===== config.mk =====
export PLATFORM = sky130hd
export DESIGN_NAME = ffha_ctrl
export DESIGN_NICKNAME = d
export VERILOG_FILES = /design/src/sv/ffha_pkg.sv /design/src/sv/ffha_ctrl.sv
export VERILOG_INCLUDE_DIRS = /design/src /design/src/sv
export SDC_FILE = /design/constraint.sdc
export NUM_CORES = 1
export LEC_CHECK = 0
export ABC_AREA = 1
export BUFFER_PORTS_ARGS = -buffer_cell sky130_fd_sc_hd__buf_2
export CELL_PAD_IN_SITES_DETAIL_PLACEMENT = 1
export CELL_PAD_IN_SITES_GLOBAL_PLACEMENT = 1
export CORE_MARGIN = 2
export CORE_UTILIZATION = 35
export DETAILED_ROUTE_END_ITERATION = 10
export MAX_ROUTING_LAYER = met4
export PLACE_DENSITY = 0.86
export REMOVE_ABC_BUFFERS = 1
export SLEW_MARGIN = 40
export SYNTH_ARGS = -nofsm -noshare
export SYNTH_HDL_FRONTEND = slang
export SYNTH_SLANG_ARGS = --single-unit

===== constraint.sdc =====
create_clock -name aclk -period 1.5 [get_ports aclk]
set_input_delay 0.225 -clock aclk [delete_from_list [all_inputs] [get_ports aclk]]
set_output_delay 0.225 -clock aclk [all_outputs]
set_load 0.1 [all_outputs]

===== src/sv/first_fit_heap_allocator_macros.svh =====
// Assertion macros shared by the first-fit heap allocator modules.
`ifndef FIRST_FIT_HEAP_ALLOCATOR_MACROS_SVH
`define FIRST_FIT_HEAP_ALLOCATOR_MACROS_SVH

`ifndef SYNTHESIS

// Checked property, muted while reset is asserted.
`define FFHA_ASSERT(label, clk, rstn, prop) \
    label: assert property (@(posedge clk) disable iff (!rstn) prop) \
        else $error("%m: check failed");

// Checked property that also holds during reset.
`define FFHA_ASSERT_ALWAYS(label, clk, prop) \
    label: assert property (@(posedge clk) prop) \
        else $error("%m: check failed");

`else

`define FFHA_ASSERT(label, clk, rstn, prop)
`define FFHA_ASSERT_ALWAYS(label, clk, prop)

`endif

`endif


===== src/sv/ffha_pkg.sv =====
// Package with constants, command codes and control types of the heap allocator.
package ffha_pkg;

    localparam int HEAP_BYTES = 65536;
    localparam int ADDR_W     = $clog2(HEAP_BYTES);
    localparam int POS_W      = ADDR_W + 1;
    localparam int SIZE_W     = 16;
    localparam int CMP_W      = 18;

    localparam logic [CMP_W-1:0]  HEAP_END  = CMP_W'(HEAP_BYTES);
    localparam logic [CMP_W-1:0]  HDR_LEN   = CMP_W'(3);
    localparam logic [SIZE_W-1:0] INIT_SIZE = SIZE_W'(HEAP_BYTES - 3);

    localparam logic [7:0] FLAG_FREE = 8'h31;
    localparam logic [7:0] FLAG_USED = 8'h32;

    localparam logic CMD_ALLOC = 1'b0;
    localparam logic CMD_FREE  = 1'b1;

    typedef enum logic [4:0] {
        OP_NOP,
        OP_CLEAR,
        OP_START,
        OP_RD0,
        OP_RD1,
        OP_RD2,
        OP_LATCH,
        OP_EVAL,
        OP_ADV,
        OP_WFLAG,
        OP_W1,
        OP_W2,
        OP_W3,
        OP_W4,
        OP_W5,
        OP_WFREE,
        OP_OUT_ALLOC,
        OP_OUT_FREE,
        OP_OUT_FAIL
    } dp_op_t;

    typedef struct packed {
        dp_op_t op;
    } dp_cmd_t;

    typedef struct packed {
        logic clear_last;
        logic pos_end;
        logic fail;
        logic fit;
        logic split;
        logic free_ok;
    } dp_status_t;

endpackage


===== src/sv/ffha_ctrl.sv =====
// Controller state machine of the heap allocator: clearing pass, header walk and result handoff.
`include "first_fit_heap_allocator_macros.svh"

module ffha_ctrl import ffha_pkg::*; (
    input  logic       aclk,
    input  logic       aresetn,
    input  logic       s_valid,
    input  logic       s_command,
    output logic       s_ready,
    output logic       m_valid,
    input  logic       m_ready,
    input  dp_status_t sts,
    output dp_cmd_t    cmd
);

    typedef enum logic [4:0] {
        ST_CLEAR,
        ST_IDLE,
        ST_FREE,
        ST_RD0,
        ST_RD1,
        ST_RD2,
        ST_LATCH,
        ST_EVAL,
        ST_W0,
        ST_W1,
        ST_W2,
        ST_W3,
        ST_W4,
        ST_W5,
        ST_WFLAG,
        ST_DONE_ALLOC,
        ST_DONE_FREE,
        ST_DONE_FAIL
    } state_t;

    state_t state_reg, state_next;
    logic   m_valid_reg, m_valid_next;
    logic   out_free;

    assign out_free = !m_valid_reg || m_ready;

    always_comb begin
        state_next   = state_reg;
        m_valid_next = m_valid_reg && !m_ready;
        cmd.op       = OP_NOP;
        unique case (state_reg)
            ST_CLEAR: begin
                cmd.op = OP_CLEAR;
                if (sts.clear_last) begin
                    state_next = ST_IDLE;
                end
            end
            ST_IDLE: begin
                if (s_valid) begin
                    cmd.op     = OP_START;
                    state_next = (s_command == CMD_FREE) ? ST_FREE : ST_RD0;
                end
            end
            ST_FREE: begin
                cmd.op     = OP_WFREE;
                state_next = ST_DONE_FREE;
            end
            ST_RD0: begin
                if (sts.pos_end) begin
                    state_next = ST_DONE_FAIL;
                end else begin
                    cmd.op     = OP_RD0;
                    state_next = ST_RD1;
                end
            end
            ST_RD1: begin
                cmd.op     = OP_RD1;
                state_next = ST_RD2;
            end
            ST_RD2: begin
                cmd.op     = OP_RD2;
                state_next = ST_LATCH;
            end
            ST_LATCH: begin
                cmd.op     = OP_LATCH;
                state_next = ST_EVAL;
            end
            ST_EVAL: begin
                priority if (sts.fail) begin
                    state_next = ST_DONE_FAIL;
                end else if (sts.fit && sts.split) begin
                    cmd.op     = OP_EVAL;
                    state_next = ST_W0;
                end else if (sts.fit) begin
                    state_next = ST_WFLAG;
                end else begin
                    cmd.op     = OP_ADV;
                    state_next = ST_RD0;
                end
            end
            ST_W0: begin
                cmd.op     = OP_WFLAG;
                state_next = ST_W1;
            end
            ST_W1: begin
                cmd.op     = OP_W1;
                state_next = ST_W2;
            end
            ST_W2: begin
                cmd.op     = OP_W2;
                state_next = ST_W3;
            end
            ST_W3: begin
                cmd.op     = OP_W3;
                state_next = ST_W4;
            end
            ST_W4: begin
                cmd.op     = OP_W4;
                state_next = ST_W5;
            end
            ST_W5: begin
                cmd.op     = OP_W5;
                state_next = ST_DONE_ALLOC;
            end
            ST_WFLAG: begin
                cmd.op     = OP_WFLAG;
                state_next = ST_DONE_ALLOC;
            end
            ST_DONE_ALLOC: begin
                if (out_free) begin
                    cmd.op       = OP_OUT_ALLOC;
                    m_valid_next = 1'b1;
                    state_next   = ST_IDLE;
                end
            end
            ST_DONE_FREE: begin
                if (out_free) begin
                    cmd.op       = OP_OUT_FREE;
                    m_valid_next = 1'b1;
                    state_next   = ST_IDLE;
                end
            end
            ST_DONE_FAIL: begin
                if (out_free) begin
                    cmd.op       = OP_OUT_FAIL;
                    m_valid_next = 1'b1;
                    state_next   = ST_IDLE;
                end
            end
            default: begin
                state_next = ST_IDLE;
            end
        endcase
    end

    always_ff @(posedge aclk) begin
        if (!aresetn) begin
            state_reg   <= ST_CLEAR;
            m_valid_reg <= 1'b0;
        end else begin
            state_reg   <= state_next;
            m_valid_reg <= m_valid_next;
        end
    end

    assign s_ready = (state_reg == ST_IDLE);
    assign m_valid = m_valid_reg;

    `FFHA_ASSERT_ALWAYS(a_reset_quiet, aclk, !aresetn |=> (!s_ready && !m_valid))
    `FFHA_ASSERT(a_one_at_a_time, aclk, aresetn, (s_valid && s_ready) |=> !s_ready)
    `FFHA_ASSERT(a_load_into_free_slot, aclk, aresetn, (cmd.op == OP_OUT_ALLOC || cmd.op == OP_OUT_FREE || cmd.op == OP_OUT_FAIL) |-> out_free)
    `FFHA_ASSERT(a_eval_inside_heap, aclk, aresetn, (state_reg == ST_EVAL) |-> !sts.pos_end)

endmodule


==> metrics.txt, run 1 <==
# TYPE chip_impl_metric gauge
chip_impl_info{name="most_used_dff_post_synth",value="dfxtp_1"} 1
chip_impl_metric{name="yosys_register_bits",unit=""} 6
chip_impl_metric{name="buffer_ports.inserted",unit=""} 16
chip_impl_metric{name="synthesis.instances",unit=""} 130
chip_impl_metric{name="avgSynthCellArea",unit="sq um"} 5.91
chip_impl_metric{name="yosysWarningCount",unit=""} 0
chip_impl_metric{name="async_reset_ff_share",unit="%"} 0
chip_impl_info{name="outcome",value="stopped before the end"} 1
chip_impl_info{name="last-stage-reached",value="global routing"} 1
chip_impl_metric{name="initial_antenna_violation_count",unit=""} 0
chip_impl_info{name="grt_worst_setup_endpoint",value="cmd[0]"} 1
chip_impl_metric{name="synth_edf_count",unit=""} 0
chip_impl_info{name="cts-root-buf",value="clkbuf_4"} 1
chip_impl_metric{name="numCtsBuffers",unit=""} 3
chip_impl_metric{name="grt_start_max_net_pins",unit=""} 10
chip_impl_metric{name="initial_utilization",unit="%"} 38.0
chip_impl_metric{name="place_hpwl",unit="microns"} 2960
chip_impl_metric{name="gp_congestion",unit=""} 0.937
chip_impl_info{name="worst_endpoint_kind",value="output port"} 1
chip_impl_metric{name="design.portCount",unit=""} 18
chip_impl_metric{name="placementRows",unit=""} 16
chip_impl_metric{name="number_of_distinct_standard_cells_referenced_by_the_synthesized_netlist",unit=""} 25
chip_impl_metric{name="die-width",unit="microns"} 50.9
chip_impl_metric{name="cts_sinks",unit=""} 6
chip_impl_metric{name="clock_h_tree_levels",unit=""} 1
chip_impl_info{name="firstError",value="[ERROR DPL-0033] detailed placement checks failed during check placement."} 1
chip_impl_metric{name="synth_sequential_area_ratio",unit="%"} 15.6
chip_impl_metric{name="max-clock-path-buffers",unit=""} 2
chip_impl_metric{name="cts_hold_buffers",unit=""} 0
chip_impl_metric{name="synth.cell_area",unit="sq um"} 768
chip_impl_metric{name="die_y",unit="microns"} 50.9
==> cell families after synthesis <==
| kind of cell | share of synthesized area, % |
|---|---|
| simple gates | 51.6 |
| buf+inv | 15.6 |
| compound gates | 17.1 |
| flops | 15.6 |
==> cell usage after synthesis, types with 2 or more instances <==
master     n  share of area, %
a21oi_2    2               2.3
nand2_2    7               5.7
nand3_1   14               9.1
a21oi_1    6               3.9
nor3_1     3               2.0
nand2_1   23                11
o211ai_1   2               2.0
nor2_2     3               2.4
o21ai_0    4               2.6
inv_1     16               7.8
buf_6      3               4.4
nand3_2    2               2.6
dfxtp_1    6                16
nor2_1    17               8.3
nand4_1    6               4.9
inv_2      5               2.4
nor2_4     3               4.4
==> repair_timing <==
item                                   4_1_cts
resized for setup                           25
setup buffers                                5
setup endpoints to repair                   11
pin swaps                                    9
endpoints found under the hold margin        0
==> stage by stage <==
step	cells	instance area, sq um	utilization [%]	setup slack (ns)
2_1_floorplan	126	727	-	-1.09
4_1_cts	218	1360	67.0	-0.288
3_3_place_gp	210	1240	61.3	-0.102
3_5_place_dp	210	1240	61.3	-0.249
==> run 2, diff against run 1 <==
--- a/config.mk
+++ b/config.mk
@@ -8,13 +8,10 @@
 export LEC_CHECK = 0
 export ABC_AREA = 1
 export BUFFER_PORTS_ARGS = -buffer_cell sky130_fd_sc_hd__buf_2
-export CELL_PAD_IN_SITES_DETAIL_PLACEMENT = 1
-export CELL_PAD_IN_SITES_GLOBAL_PLACEMENT = 1
-export CORE_MARGIN = 2
-export CORE_UTILIZATION = 35
+export CORE_AREA = 2 2 63 65
 export DETAILED_ROUTE_END_ITERATION = 10
-export MAX_ROUTING_LAYER = met4
-export PLACE_DENSITY = 0.86
+export DIE_AREA = 0 0 65 67
+export PLACE_DENSITY_LB_ADDON = 0.15
 export REMOVE_ABC_BUFFERS = 1
 export SLEW_MARGIN = 40
 export SYNTH_ARGS = -nofsm -noshare
==> run 2 against run 1 <==
The flow now finishes, with violations (setup timing). Synthesized cell count unchanged. Area after synthesis unchanged.
==> metrics.txt, run 2 <==
# TYPE chip_impl_metric gauge
chip_impl_metric{name="synth_xor_xnor_area_share",unit="%"} 0
chip_impl_info{name="most_used_dff_post_synth",value="dfxtp_1"} 1
chip_impl_metric{name="first_global_vias",unit=""} 1045
chip_impl_info{name="grt_setup_unrepaired",value="yes"} 1
chip_impl_info{name="synth.area.top_cells",value="dfxtp_1 16%, nand2_1 11%, nand3_1 9.1%, nor2_1 8.3%, inv_1 7.8%"} 1
chip_impl_info{name="final_common_cell",value="buf_4"} 1
chip_impl_metric{name="placementRows",unit=""} 22
chip_impl_metric{name="slew-limit-headroom",unit="%"} 67.6
chip_impl_metric{name="avgRoutedWirePerCell",unit="microns"} 11.6
chip_impl_metric{name="netlist.area_leader.share",unit="%"} 15.6
chip_impl_metric{name="largest_register_ff_count",unit=""} 5
chip_impl_metric{name="yosysWarningCount",unit=""} 0
chip_impl_metric{name="final.setup_skew",unit="ns"} 0.00248
chip_impl_info{name="crit-reg2reg-launch",value="state_reg[4]"} 1
chip_impl_info{name="yosys-top-cells-count",value="23 x nand2_1, 17 x nor2_1, 16 x inv_1"} 1
chip_impl_info{name="rr_endpoint",value="state_reg[1]"} 1
chip_impl_metric{name="yosys_register_bits",unit=""} 6
chip_impl_metric{name="numCtsBuffers",unit=""} 3
chip_impl_metric{name="p_per_area",unit="nW/um^2"} 2110
chip_impl_info{name="min_path_type",value="in2reg"} 1
chip_impl_metric{name="initial_utilization",unit="%"} 21.3
chip_impl_info{name="kind_of_start_point_of_the_critical_path",value="flop"} 1
chip_impl_metric{name="report.final.hold_viol_count",unit=""} 0
chip_impl_metric{name="setup-violations-final",unit=""} 6
chip_impl_metric{name="max-vdd-ir-drop",unit="mV"} 0.628
chip_impl_metric{name="critPathRequiredTime",unit="ns"} 1.27
chip_impl_metric{name="min_period_over_period",unit="%"} 118
chip_impl_metric{name="synthesis.instances",unit=""} 130
chip_impl_metric{name="place_worst_setup_slack",unit="ns"} -0.140
chip_impl_metric{name="place_hpwl",unit="microns"} 2170
chip_impl_metric{name="dp.cells",unit=""} 232
chip_impl_metric{name="r2r_slack",unit="ns"} 0.01
chip_impl_info{name="origin_of_the_worst_min_delay_path",value="aresetn"} 1
chip_impl_metric{name="max-clock-path-buffers",unit=""} 2
chip_impl_metric{name="initial_antenna_violation_count",unit=""} 0
chip_impl_metric{name="design.portCount",unit=""} 18
chip_impl_info{name="cp_cell_sequence",value="buf_12 > nor2_4 > nand2_2 > nor2_2 > nand2_1 > inv_2 > nor2_2 > nand3_1 > buf_12"} 1
chip_impl_metric{name="fraction_of_the_mapped_netlist_area_in_simple_logic_gates",unit="%"} 51.6
chip_impl_metric{name="grt_overflow_total",unit=""} 0
chip_impl_metric{name="max_clock_freq",unit="MHz"} 565
chip_impl_metric{name="die_area",unit="sq um"} 4360
chip_impl_metric{name="post_route_cells_drive_above_1_share",unit="%"} 60.4
chip_impl_metric{name="cts_sinks",unit=""} 6
chip_impl_metric{name="grt_start_max_net_pins",unit=""} 9
chip_impl_info{name="cts-root-buf",value="clkbuf_8"} 1
chip_impl_metric{name="worst-r2r-cell-count",unit=""} 9
chip_impl_metric{name="area_fraction_in_compound_gates_after_synthesis",unit="%"} 17.1
chip_impl_metric{name="synth_edf_count",unit=""} 0
chip_impl_metric{name="die_y",unit="microns"} 67
chip_impl_metric{name="final_setup_slack_of_the_worst_path",unit="ns"} -0.270
chip_impl_metric{name="final-max-slew-violation-count",unit=""} 0
chip_impl_metric{name="grt_use_total",unit="%"} 13.6
chip_impl_metric{name="critical_path.max_fanout",unit=""} 5
chip_impl_info{name="timing.critical_path.slowest_stage_cell",value="dfxtp_2"} 1
chip_impl_metric{name="layout.nets",unit=""} 210
chip_impl_metric{name="detail_route.first_pass.iterations",unit=""} 4
chip_impl_metric{name="synthAdderAreaFrac",unit="%"} 0
chip_impl_metric{name="gp_congestion",unit=""} 0.780
chip_impl_info{name="hold_path_endpoint",value="state_reg[1]"} 1
chip_impl_info{name="cts_tree",value="yes"} 1
chip_impl_metric{name="antenna_violating_nets_post_route",unit=""} 0
chip_impl_metric{name="detailed_place.area",unit="sq um"} 1280
chip_impl_metric{name="fin_cells",unit=""} 245
chip_impl_metric{name="data_arrival_time_at_the_worst_slack_endpoint",unit="ns"} 1.55
chip_impl_metric{name="synth_sequential_area_ratio",unit="%"} 15.6
chip_impl_metric{name="detail_route.drc_violations",unit=""} 0
chip_impl_metric{name="max_cap_violations",unit=""} 0
chip_impl_info{name="outcome",value="finished with violations"} 1
chip_impl_metric{name="grt_first_pass_wirelength",unit="microns"} 4530
chip_impl_metric{name="finalWorstPathRequiredPeriod",unit="ns"} 1.77
chip_impl_metric{name="buffer_ports.inserted",unit=""} 16
chip_impl_info{name="synth.most_common_cell",value="nand2_1"} 1
chip_impl_metric{name="die-width",unit="microns"} 65
chip_impl_metric{name="drt-total-wl",unit="microns"} 2850
chip_impl_info{name="crit_type",value="reg2out"} 1
chip_impl_metric{name="synth.cell_area",unit="sq um"} 768
chip_impl_metric{name="num_vias",unit=""} 1070
chip_impl_metric{name="clock_h_tree_levels",unit=""} 1
chip_impl_metric{name="worstMarginPinSlew",unit="ns"} 0.489
chip_impl_info{name="critPathTopFamily",value="simple AND/OR/NAND/NOR gates"} 1
chip_impl_info{name="failed_checks",value="setup timing"} 1
chip_impl_metric{name="clk-insertion-delay-late",unit="ns"} 0.22
chip_impl_metric{name="leakage",unit="nW"} 0.804
chip_impl_metric{name="critical_path.n_buffers_inverters",unit=""} 3
chip_impl_metric{name="final_cell_area",unit="sq um"} 1580
chip_impl_info{name="post-synth-top-area-cell",value="dfxtp_1"} 1
chip_impl_metric{name="number_of_distinct_standard_cells_referenced_by_the_synthesized_netlist",unit=""} 25
chip_impl_metric{name="avgSynthCellArea",unit="sq um"} 5.91
chip_impl_metric{name="report.power.total",unit="mW"} 3.33
chip_impl_metric{name="clk_transition_reported_paths",unit="ns"} 0.04
chip_impl_info{name="cp-end-kind",value="primary output"} 1
chip_impl_metric{name="avgViaCountPerCell",unit=""} 4.37
chip_impl_metric{name="first_iter_violations",unit=""} 35
chip_impl_info{name="largest_family_of_logic_cells_by_synthesized_area",value="simple AND/OR/NAND/NOR gates"} 1
chip_impl_metric{name="yosys-mux-area-fraction",unit="%"} 0
chip_impl_metric{name="fp.coreArea",unit="sq um"} 3610
chip_impl_metric{name="cells_on_worst_hold_path",unit=""} 3
chip_impl_metric{name="async_reset_ff_share",unit="%"} 0
chip_impl_metric{name="area_growth",unit="%"} 106
chip_impl_info{name="most-common-layout-cells",value="47 x buf_4, 18 x nand2_1, 15 x inv_1"} 1
chip_impl_metric{name="crit_path_max_incr_delay",unit="ns"} 0.33
chip_impl_metric{name="totalNegativeSetupSlack",unit="ns"} -1.27
chip_impl_metric{name="diodes",unit=""} 0
run 2: cell counts after synthesis:
No cell type changed its count.
run 2: cell type report:
cell class                      instances  area [sq um]
Fill cell                             382          2030
Multi-Input combinational cell         99           644
Timing Repair Buffer                   68           613
Sequential cell                         6           131
Inverter                               21          88.8
Tap cell                               48          60.1
Clock buffer                            3          41.3
run 2: how the worst max path moves through the flow:
stage                      start  endpoint  cells after the start
finish              state_reg[4]    cmd[0]                      9
global route        state_reg[4]    cmd[1]                      9
CTS                 state_reg[4]    cmd[1]                      9
detailed placement  state_reg[1]    cmd[1]                      9
global placement    state_reg[4]    cmd[0]                      9
floorplan                m_valid    cmd[1]                      5
run 2: what timing repair did:
action                                  in CTS  in global routing
setup buffers                                6                  5
hold buffers                                 0                  0
pin swaps                                   12                 13
gates resized for setup                     28                 19
cloned                                       1                  0
endpoints found under the setup margin      11                 11
hold endpoints to repair                     0                  0
run 2: per-stage QoR:
| step | hold slack (ns) | util (%) |
|---|---|---|
| 2_1_floorplan | 0.348 | - |
| 3_3_place_gp | 0.488 | 35.6 |
| 3_5_place_dp | 0.480 | 35.6 |
| 4_1_cts | 0.245 | 41.2 |
| 5_1_grt | 0.267 | 43.8 |
| 6_report | 0.261 | 43.8 |
run 2: cells by family (layout without fill, tap and decap cells):
kind of cell           count (synthesis)  count (layout)
AOI/OAI and AO/OA                     20              20
buffers and inverters                 25              92
DFF                                    6               6
and+or+nand+nor                       79              79
run 2: routing by layer:
layer  track usage, %  vias to the layer above  wire (microns)
met5                0                        -               0
met1             16.6                      486            1270
met4             5.05                        0              42
li1                 -                      569               -
met3             1.52                        4              35
met2             24.4                       11            1500
run 2: where the power goes:
group	internal, mW	switching, mW
Sequential	0.215	0.0667
Clock	0.172	0.0620
Combinational	1.20	1.62
run 2: worst min-delay path, cell delays in order:
cell and delay, ns:
buf_2 0.12, nand2_2 0.07, a21oi_2 0.03
Note: power is estimated with default switching activity, not from simulation.
==> run 3, diff against run 2 <==
--- a/config.mk
+++ b/config.mk
@@ -13,6 +13,7 @@
 export DIE_AREA = 0 0 65 67
 export PLACE_DENSITY_LB_ADDON = 0.15
 export REMOVE_ABC_BUFFERS = 1
+export SETUP_SLACK_MARGIN = 0.05
 export SLEW_MARGIN = 40
 export SYNTH_ARGS = -nofsm -noshare
 export SYNTH_HDL_FRONTEND = slang
==> run 3 against run 2 <==
Final cell count increased by 0.41%. The run still ends with setup timing left. Power rose by 1.3%. Fmax is 0.27% higher. Sequential share of layout area down 0.12 points. Setup slack improved by 0.0047 ns. Sequential cell count is the same.
==> metrics.txt, run 3 (synthesized netlist as in run 2, its figures left out) <==
# TYPE chip_impl_metric gauge
chip_impl_info{name="outcome",value="finished with violations"} 1
chip_impl_info{name="failed_checks",value="setup timing"} 1
chip_impl_info{name="final_common_cell",value="buf_4"} 1
chip_impl_metric{name="sw_share",unit="%"} 52.5
chip_impl_metric{name="place_hpwl",unit="microns"} 2170
chip_impl_metric{name="avgViaCountPerCell",unit=""} 4.39
chip_impl_metric{name="drt-total-wl",unit="microns"} 2850
chip_impl_info{name="kind_of_start_point_of_the_critical_path",value="flop"} 1
chip_impl_metric{name="clock_h_tree_levels",unit=""} 1
chip_impl_metric{name="cells_on_worst_hold_path",unit=""} 3
chip_impl_info{name="crit-reg2reg-launch",value="state_reg[1]"} 1
chip_impl_info{name="cp_cell_sequence",value="buf_12 > nor2_4 > buf_4 > buf_4 > nand2_1 > nand2_1 > nor2_1 > nand3_1 > buf_12"} 1
chip_impl_metric{name="power_frac_comb",unit="%"} 84.8
chip_impl_metric{name="p_per_area",unit="nW/um^2"} 2110
chip_impl_metric{name="largest_register_ff_count",unit=""} 5
chip_impl_metric{name="worstMarginPinSlew",unit="ns"} 0.489
chip_impl_metric{name="max_cap_violations",unit=""} 0
chip_impl_metric{name="initial_antenna_violation_count",unit=""} 0
chip_impl_metric{name="fp.coreArea",unit="sq um"} 3610
chip_impl_info{name="cts_tree",value="yes"} 1
chip_impl_metric{name="hold_ws",unit="ns"} 0.262
chip_impl_metric{name="buffer_ports.inserted",unit=""} 16
chip_impl_info{name="timing.critical_path.slowest_stage_cell",value="dfxtp_2"} 1
chip_impl_metric{name="totalNegativeSetupSlack",unit="ns"} -1.34
chip_impl_metric{name="post_route_cells_drive_above_1_share",unit="%"} 61.6
chip_impl_metric{name="first_iter_violations",unit=""} 61
chip_impl_metric{name="report.power.total",unit="mW"} 3.38
chip_impl_info{name="crit_type",value="reg2out"} 1
chip_impl_metric{name="critPathRequiredTime",unit="ns"} 1.27
chip_impl_metric{name="leakage",unit="nW"} 0.822
chip_impl_metric{name="die-width",unit="microns"} 65
chip_impl_info{name="grt_setup_unrepaired",value="yes"} 1
chip_impl_metric{name="data_arrival_time_at_the_worst_slack_endpoint",unit="ns"} 1.54
chip_impl_metric{name="die_y",unit="microns"} 67
chip_impl_metric{name="placementRows",unit=""} 22
chip_impl_metric{name="first_global_vias",unit=""} 1049
chip_impl_info{name="most-common-layout-cells",value="48 x buf_4, 18 x nand2_1, 15 x inv_1"} 1
chip_impl_info{name="rr_endpoint",value="state_reg[0]"} 1
chip_impl_metric{name="cts_sinks",unit=""} 6
chip_impl_metric{name="grt_overflow_total",unit=""} 0
chip_impl_metric{name="clk-insertion-delay-late",unit="ns"} 0.22
chip_impl_info{name="hold_path_endpoint",value="state_reg[1]"} 1
chip_impl_metric{name="area_growth",unit="%"} 108
chip_impl_metric{name="die_area",unit="sq um"} 4360
chip_impl_metric{name="multi_input_area",unit="sq um"} 659
chip_impl_metric{name="layout.nets",unit=""} 211
chip_impl_metric{name="final_setup_slack_of_the_worst_path",unit="ns"} -0.265
chip_impl_metric{name="grt_start_max_net_pins",unit=""} 9
chip_impl_metric{name="cell_internal_pwr",unit="mW"} 1.60
chip_impl_metric{name="final.setup_skew",unit="ns"} 0.00248
chip_impl_metric{name="grt_use_total",unit="%"} 13.6
chip_impl_metric{name="diodes",unit=""} 0
chip_impl_metric{name="min_period_over_period",unit="%"} 118
chip_impl_info{name="cts-root-buf",value="clkbuf_8"} 1
chip_impl_metric{name="antenna_violating_nets_post_route",unit=""} 0
chip_impl_metric{name="max-vdd-ir-drop",unit="mV"} 0.627
chip_impl_metric{name="numCtsBuffers",unit=""} 3
chip_impl_metric{name="num-fill-cells",unit=""} 382
chip_impl_metric{name="r2r_slack",unit="ns"} 0.02
chip_impl_metric{name="max_clock_freq",unit="MHz"} 566
chip_impl_metric{name="final-max-slew-violation-count",unit=""} 0
chip_impl_metric{name="gp_congestion",unit=""} 0.780
chip_impl_info{name="min_path_type",value="in2reg"} 1
chip_impl_metric{name="detail_route.drc_violations",unit=""} 0
chip_impl_metric{name="report.final.hold_viol_count",unit=""} 0
chip_impl_metric{name="area_taken_by_flip_flops_and_latches",unit="sq um"} 131
chip_impl_metric{name="crit_path_max_incr_delay",unit="ns"} 0.33
chip_impl_metric{name="worst-r2r-cell-count",unit=""} 11
chip_impl_metric{name="clk_transition_reported_paths",unit="ns"} 0.04
chip_impl_metric{name="setup-violations-final",unit=""} 6
chip_impl_metric{name="num_vias",unit=""} 1079
chip_impl_metric{name="grt_first_pass_wirelength",unit="microns"} 4530
chip_impl_metric{name="slew-limit-headroom",unit="%"} 67.6
chip_impl_metric{name="critical_path.max_fanout",unit=""} 5
chip_impl_metric{name="avgRoutedWirePerCell",unit="microns"} 11.6
chip_impl_metric{name="net-switching-power",unit="mW"} 1.77
chip_impl_metric{name="design.portCount",unit=""} 18
chip_impl_metric{name="detail_route.first_pass.iterations",unit=""} 4
chip_impl_info{name="cp-end-kind",value="primary output"} 1
chip_impl_metric{name="seq_power_share",unit="%"} 8.3
chip_impl_metric{name="initial_utilization",unit="%"} 21.3
chip_impl_metric{name="max-clock-path-buffers",unit=""} 2
chip_impl_info{name="origin_of_the_worst_min_delay_path",value="aresetn"} 1
chip_impl_metric{name="p_clk_share",unit="%"} 6.9
chip_impl_metric{name="finalWorstPathRequiredPeriod",unit="ns"} 1.77
-- run 3: cell types whose count changed in the layout (fill, tap and decap cells not counted), sizes merged --
| cell | delta |
|---|---|
| buf | +1 |
-- run 3: layer usage --
| metal | up-vias | GRT usage, % | share of wire, % |
|---|---|---|---|
| met5 | - | 0 | 0 |
| li1 | 568 | - | - |
| met1 | 490 | 16.5 | 43 |
| met2 | 17 | 24.5 | 53 |
| met3 | 4 | 1.52 | 2.4 |
| met4 | 0 | 5.05 | 1.5 |
-- run 3: worst max-delay path: cells and delay by family (launching register included) --
family | cells | cell delay [ns]
simple gates | 5 | 0.44
flops | 1 | 0.33
buf+inv | 4 | 0.56
-- run 3: final cells by class --
class / count / share of cell area [%]
multi-input combinational: 99 / 41.2
tap: 48 / 3.75
timing repair buffer: 69 / 38.7
clock buffer: 3 / 2.58
inverter: 21 / 5.55
sequential: 6 / 8.20
-- run 3: timing repair --
action	CTS	global route
pin swaps	13	11
gates cloned	1	0
setup buffers	6	6
endpoints found under the hold margin	0	0
resized for setup	30	20
hold buffers	0	0
endpoints found under the setup margin	11	11
-- run 3: how the worst max path moves through the flow --
stage	slack, ns	cells past startpoint	end	from
after global placement	-0.14	9	cmd[0]	state_reg[4]
final	-0.27	9	cmd[2]	state_reg[4]
after detailed placement	-0.14	9	cmd[1]	state_reg[1]
after floorplan	-1.09	5	cmd[1]	m_valid
after CTS	-0.26	9	cmd[1]	state_reg[4]
after global routing	-0.35	9	cmd[1]	state_reg[4]
-- run 3: power by group through the flow --
stage | combinational, mW | sequential (mW) | clock, mW
detailed placement | 2.39 | 0.256 | 0
global placement | 2.39 | 0.255 | 0
floorplan | 1.24 | 0.303 | 0
CTS | 2.70 | 0.276 | 0.242
global route | 3.02 | 0.285 | 0.254
finish | 2.86 | 0.281 | 0.234
-- run 3: stage by stage --
step	setup WS, ns	area (sq um)	cells	utilization (%)
5_1_grt	-0.347	1600	246	44.4
3_5_place_dp	-0.140	1280	232	35.6
4_1_cts	-0.262	1500	242	41.5
6_report	-0.265	1600	246	44.4
3_3_place_gp	-0.142	1280	232	35.6
2_1_floorplan	-1.09	727	126	-
==> run 4, diff against run 3 <==
--- a/config.mk
+++ b/config.mk
@@ -12,8 +12,9 @@
 export DETAILED_ROUTE_END_ITERATION = 10
 export DIE_AREA = 0 0 65 67
 export PLACE_DENSITY_LB_ADDON = 0.15
+export RECOVER_POWER = 25
 export REMOVE_ABC_BUFFERS = 1
-export SETUP_SLACK_MARGIN = 0.05
+export SETUP_SLACK_MARGIN = 0.4
 export SLEW_MARGIN = 40
 export SYNTH_ARGS = -nofsm -noshare
 export SYNTH_HDL_FRONTEND = slang
==> run 4 against run 3 <==
The run still ends with setup timing left. Clock-buffer cell count did not move. Non-clock buffer count decreased by 1. Global-route usage about the same. Hold slack worse by 0.018 ns. Sequential share of layout area hardly changed. Critical path depth is the same. Critical path type unchanged.
==> metrics.txt, run 4 (synthesized netlist as in run 2, its figures left out) <==
# TYPE chip_impl_metric gauge
chip_impl_metric{name="final.setup_skew",unit="ns"} 0.00248
chip_impl_metric{name="drt-total-wl",unit="microns"} 2800
chip_impl_info{name="cts_tree",value="yes"} 1
chip_impl_info{name="cts-root-buf",value="clkbuf_8"} 1
chip_impl_metric{name="min_period_over_period",unit="%"} 117
chip_impl_info{name="failed_checks",value="setup timing"} 1
chip_impl_info{name="setup.worst_path.start",value="state_reg[4]"} 1
chip_impl_info{name="grt_setup_unrepaired",value="yes"} 1
chip_impl_info{name="final_common_cell",value="buf_4"} 1
chip_impl_metric{name="placementRows",unit=""} 22
chip_impl_info{name="most-common-layout-cells",value="46 x buf_4, 20 x nand2_1, 15 x inv_1"} 1
chip_impl_metric{name="detail_route.first_pass.iterations",unit=""} 4
chip_impl_metric{name="max_cap_violations",unit=""} 0
chip_impl_metric{name="antenna_violating_nets_post_route",unit=""} 0
chip_impl_metric{name="p_per_area",unit="nW/um^2"} 2120
chip_impl_metric{name="leakage",unit="nW"} 0.812
chip_impl_metric{name="finalWorstPathRequiredPeriod",unit="ns"} 1.76
chip_impl_metric{name="fp.coreArea",unit="sq um"} 3610
chip_impl_metric{name="grt_overflow_total",unit=""} 0
chip_impl_metric{name="die_area",unit="sq um"} 4360
chip_impl_info{name="cp-end-kind",value="primary output"} 1
chip_impl_metric{name="cts_sinks",unit=""} 6
chip_impl_metric{name="gp_congestion",unit=""} 0.780
chip_impl_metric{name="numCtsBuffers",unit=""} 3
chip_impl_info{name="crit_type",value="reg2out"} 1
chip_impl_metric{name="area_growth",unit="%"} 107
chip_impl_info{name="kind_of_start_point_of_the_critical_path",value="flop"} 1
chip_impl_metric{name="r2r_slack",unit="ns"} 0.02
chip_impl_metric{name="crit_path_max_incr_delay",unit="ns"} 0.33
chip_impl_metric{name="place_hpwl",unit="microns"} 2170
chip_impl_metric{name="critPathRequiredTime",unit="ns"} 1.27
chip_impl_info{name="crit-reg2reg-launch",value="state_reg[1]"} 1
chip_impl_metric{name="data_arrival_time_at_the_worst_slack_endpoint",unit="ns"} 1.54
chip_impl_metric{name="first_iter_violations",unit=""} 64
chip_impl_metric{name="worst-r2r-cell-count",unit=""} 11
chip_impl_metric{name="fin_cells",unit=""} 245
chip_impl_metric{name="critical_path.max_fanout",unit=""} 5
chip_impl_metric{name="max_clock_freq",unit="MHz"} 567
chip_impl_metric{name="num_vias",unit=""} 1086
chip_impl_metric{name="layout.nets",unit=""} 210
chip_impl_metric{name="grt_first_pass_wirelength",unit="microns"} 4550
chip_impl_metric{name="dp.cells",unit=""} 232
chip_impl_metric{name="die-width",unit="microns"} 65
chip_impl_info{name="worstSetupEndpoint",value="cmd[2]"} 1
chip_impl_info{name="timing.critical_path.slowest_stage_cell",value="dfxtp_2"} 1
chip_impl_metric{name="max-clock-path-buffers",unit=""} 2
chip_impl_info{name="critPathTopFamily",value="buffers and inverters"} 1
chip_impl_metric{name="design.portCount",unit=""} 18
chip_impl_metric{name="max-vdd-ir-drop",unit="mV"} 0.625
chip_impl_metric{name="slew-limit-headroom",unit="%"} 63.9
chip_impl_metric{name="grt_start_max_net_pins",unit=""} 9
chip_impl_metric{name="post_route_cells_drive_above_1_share",unit="%"} 60.4
chip_impl_metric{name="clock_h_tree_levels",unit=""} 1
chip_impl_info{name="rr_endpoint",value="state_reg[0]"} 1
chip_impl_metric{name="largest_register_ff_count",unit=""} 5
chip_impl_metric{name="report.final.hold_viol_count",unit=""} 0
chip_impl_metric{name="final-max-slew-violation-count",unit=""} 0
chip_impl_info{name="outcome",value="finished with violations"} 1
chip_impl_metric{name="totalNegativeSetupSlack",unit="ns"} -1.34
chip_impl_metric{name="diodes",unit=""} 0
chip_impl_metric{name="detail_route.drc_violations",unit=""} 0
chip_impl_metric{name="initial_antenna_violation_count",unit=""} 0
chip_impl_metric{name="avgRoutedWirePerCell",unit="microns"} 11.4
chip_impl_metric{name="cp.depth",unit=""} 9
chip_impl_metric{name="buffer_ports.inserted",unit=""} 16
chip_impl_metric{name="clk-insertion-delay-late",unit="ns"} 0.22
chip_impl_metric{name="setup-violations-final",unit=""} 6
chip_impl_metric{name="die_y",unit="microns"} 67
chip_impl_info{name="min_path_type",value="in2reg"} 1
chip_impl_metric{name="avgViaCountPerCell",unit=""} 4.43
chip_impl_metric{name="critical_path.n_buffers_inverters",unit=""} 4
chip_impl_metric{name="final_setup_slack_of_the_worst_path",unit="ns"} -0.262
chip_impl_info{name="cp_cell_sequence",value="buf_12 > nor2_4 > buf_4 > buf_4 > nand2_1 > nand2_1 > nor2_1 > nand3_1 > buf_12"} 1
chip_impl_metric{name="grt_use_total",unit="%"} 13.6
chip_impl_metric{name="worstMarginPinSlew",unit="ns"} 0.544
chip_impl_metric{name="clk_transition_reported_paths",unit="ns"} 0.04
chip_impl_metric{name="initial_utilization",unit="%"} 21.3
chip_impl_metric{name="first_global_vias",unit=""} 1052
## run 4: cell types whose count changed in the layout (fill, tap and decap cells not counted), sizes merged
cell	change
buf	-2
clkbuf	+1
## run 4: metal layers
metal | up-vias | share of wire, % | global-route usage, %
met5 | - | 0 | 0
met4 | 0 | 1.5 | 5.05
met3 | 4 | 2.0 | 1.52
met2 | 21 | 53 | 24.6
met1 | 493 | 44 | 16.5
li1 | 568 | - | -
## run 4: what timing repair did
| action | in CTS | in global routing |
|---|---|---|
| gates resized for setup | 35 | 14 |
| hold buffers | 0 | 0 |
| buffers inserted | 6 | 3 |
| endpoints found under the setup margin | 13 | 12 |
| pin swaps | 15 | 10 |
| gates cloned | 1 | 0 |
## run 4: area by class of cell
| type | count | area, sq um |
|---|---|---|
| Fill cell | 383 | 2010 |
| Multi-Input combinational cell | 99 | 654 |
| Timing Repair Buffer | 68 | 617 |
| Sequential cell | 6 | 131 |
| Inverter | 21 | 88.8 |
| Tap cell | 48 | 60.1 |
| Clock buffer | 3 | 41.3 |
## run 4: worst min-delay path by stage
stage                     cells after the start  slack, ns            to    start
after floorplan                               2       0.35  state_reg[1]  aresetn
after global placement                        3       0.49       m_valid  aresetn
after detailed placement                      3       0.48       m_valid  aresetn
after CTS                                     3       0.24  state_reg[1]  aresetn
after global routing                          3       0.27       m_valid  aresetn
final                                         3       0.24       m_valid  aresetn
## run 4: worst register-to-register path, cell delays in order (launching register included)
cell	delay [ns]
dfxtp_4	0.39
buf_4	0.14
nor3_1	0.05
buf_4	0.14
buf_4	0.12
buf_4	0.12
nand3_2	0.06
nand3_2	0.09
nor2_4	0.10
nand3_2	0.08
nand2_1	0.06
inv_1	0.03
## run 4: power by group
| group | switching (mW) | total (mW) | leakage [nW] | internal, mW |
|---|---|---|---|---|
| registers | 0.0664 | 0.282 | 0.0516 | 0.215 |
| clock network | 0.0620 | 0.234 | 0.0216 | 0.172 |
| logic | 1.64 | 2.86 | 0.738 | 1.22 |
| total | 1.76 | 3.37 | 0.812 | 1.61 |
## run 4: stage by stage
stage | utilization, % | power, mW | cell area (sq um) | setup WS, ns | hold slack, ns
6_report | 44.2 | 3.37 | 1590 | -0.262 | 0.244
5_1_grt | 44.2 | 3.56 | 1590 | -0.347 | 0.271
4_1_cts | 42.2 | 3.28 | 1520 | -0.262 | 0.245
3_5_place_dp | 35.6 | 2.65 | 1280 | -0.140 | 0.480
3_3_place_gp | 35.6 | 2.65 | 1280 | -0.142 | 0.488
2_1_floorplan | - | 1.55 | 727 | -1.09 | 0.348
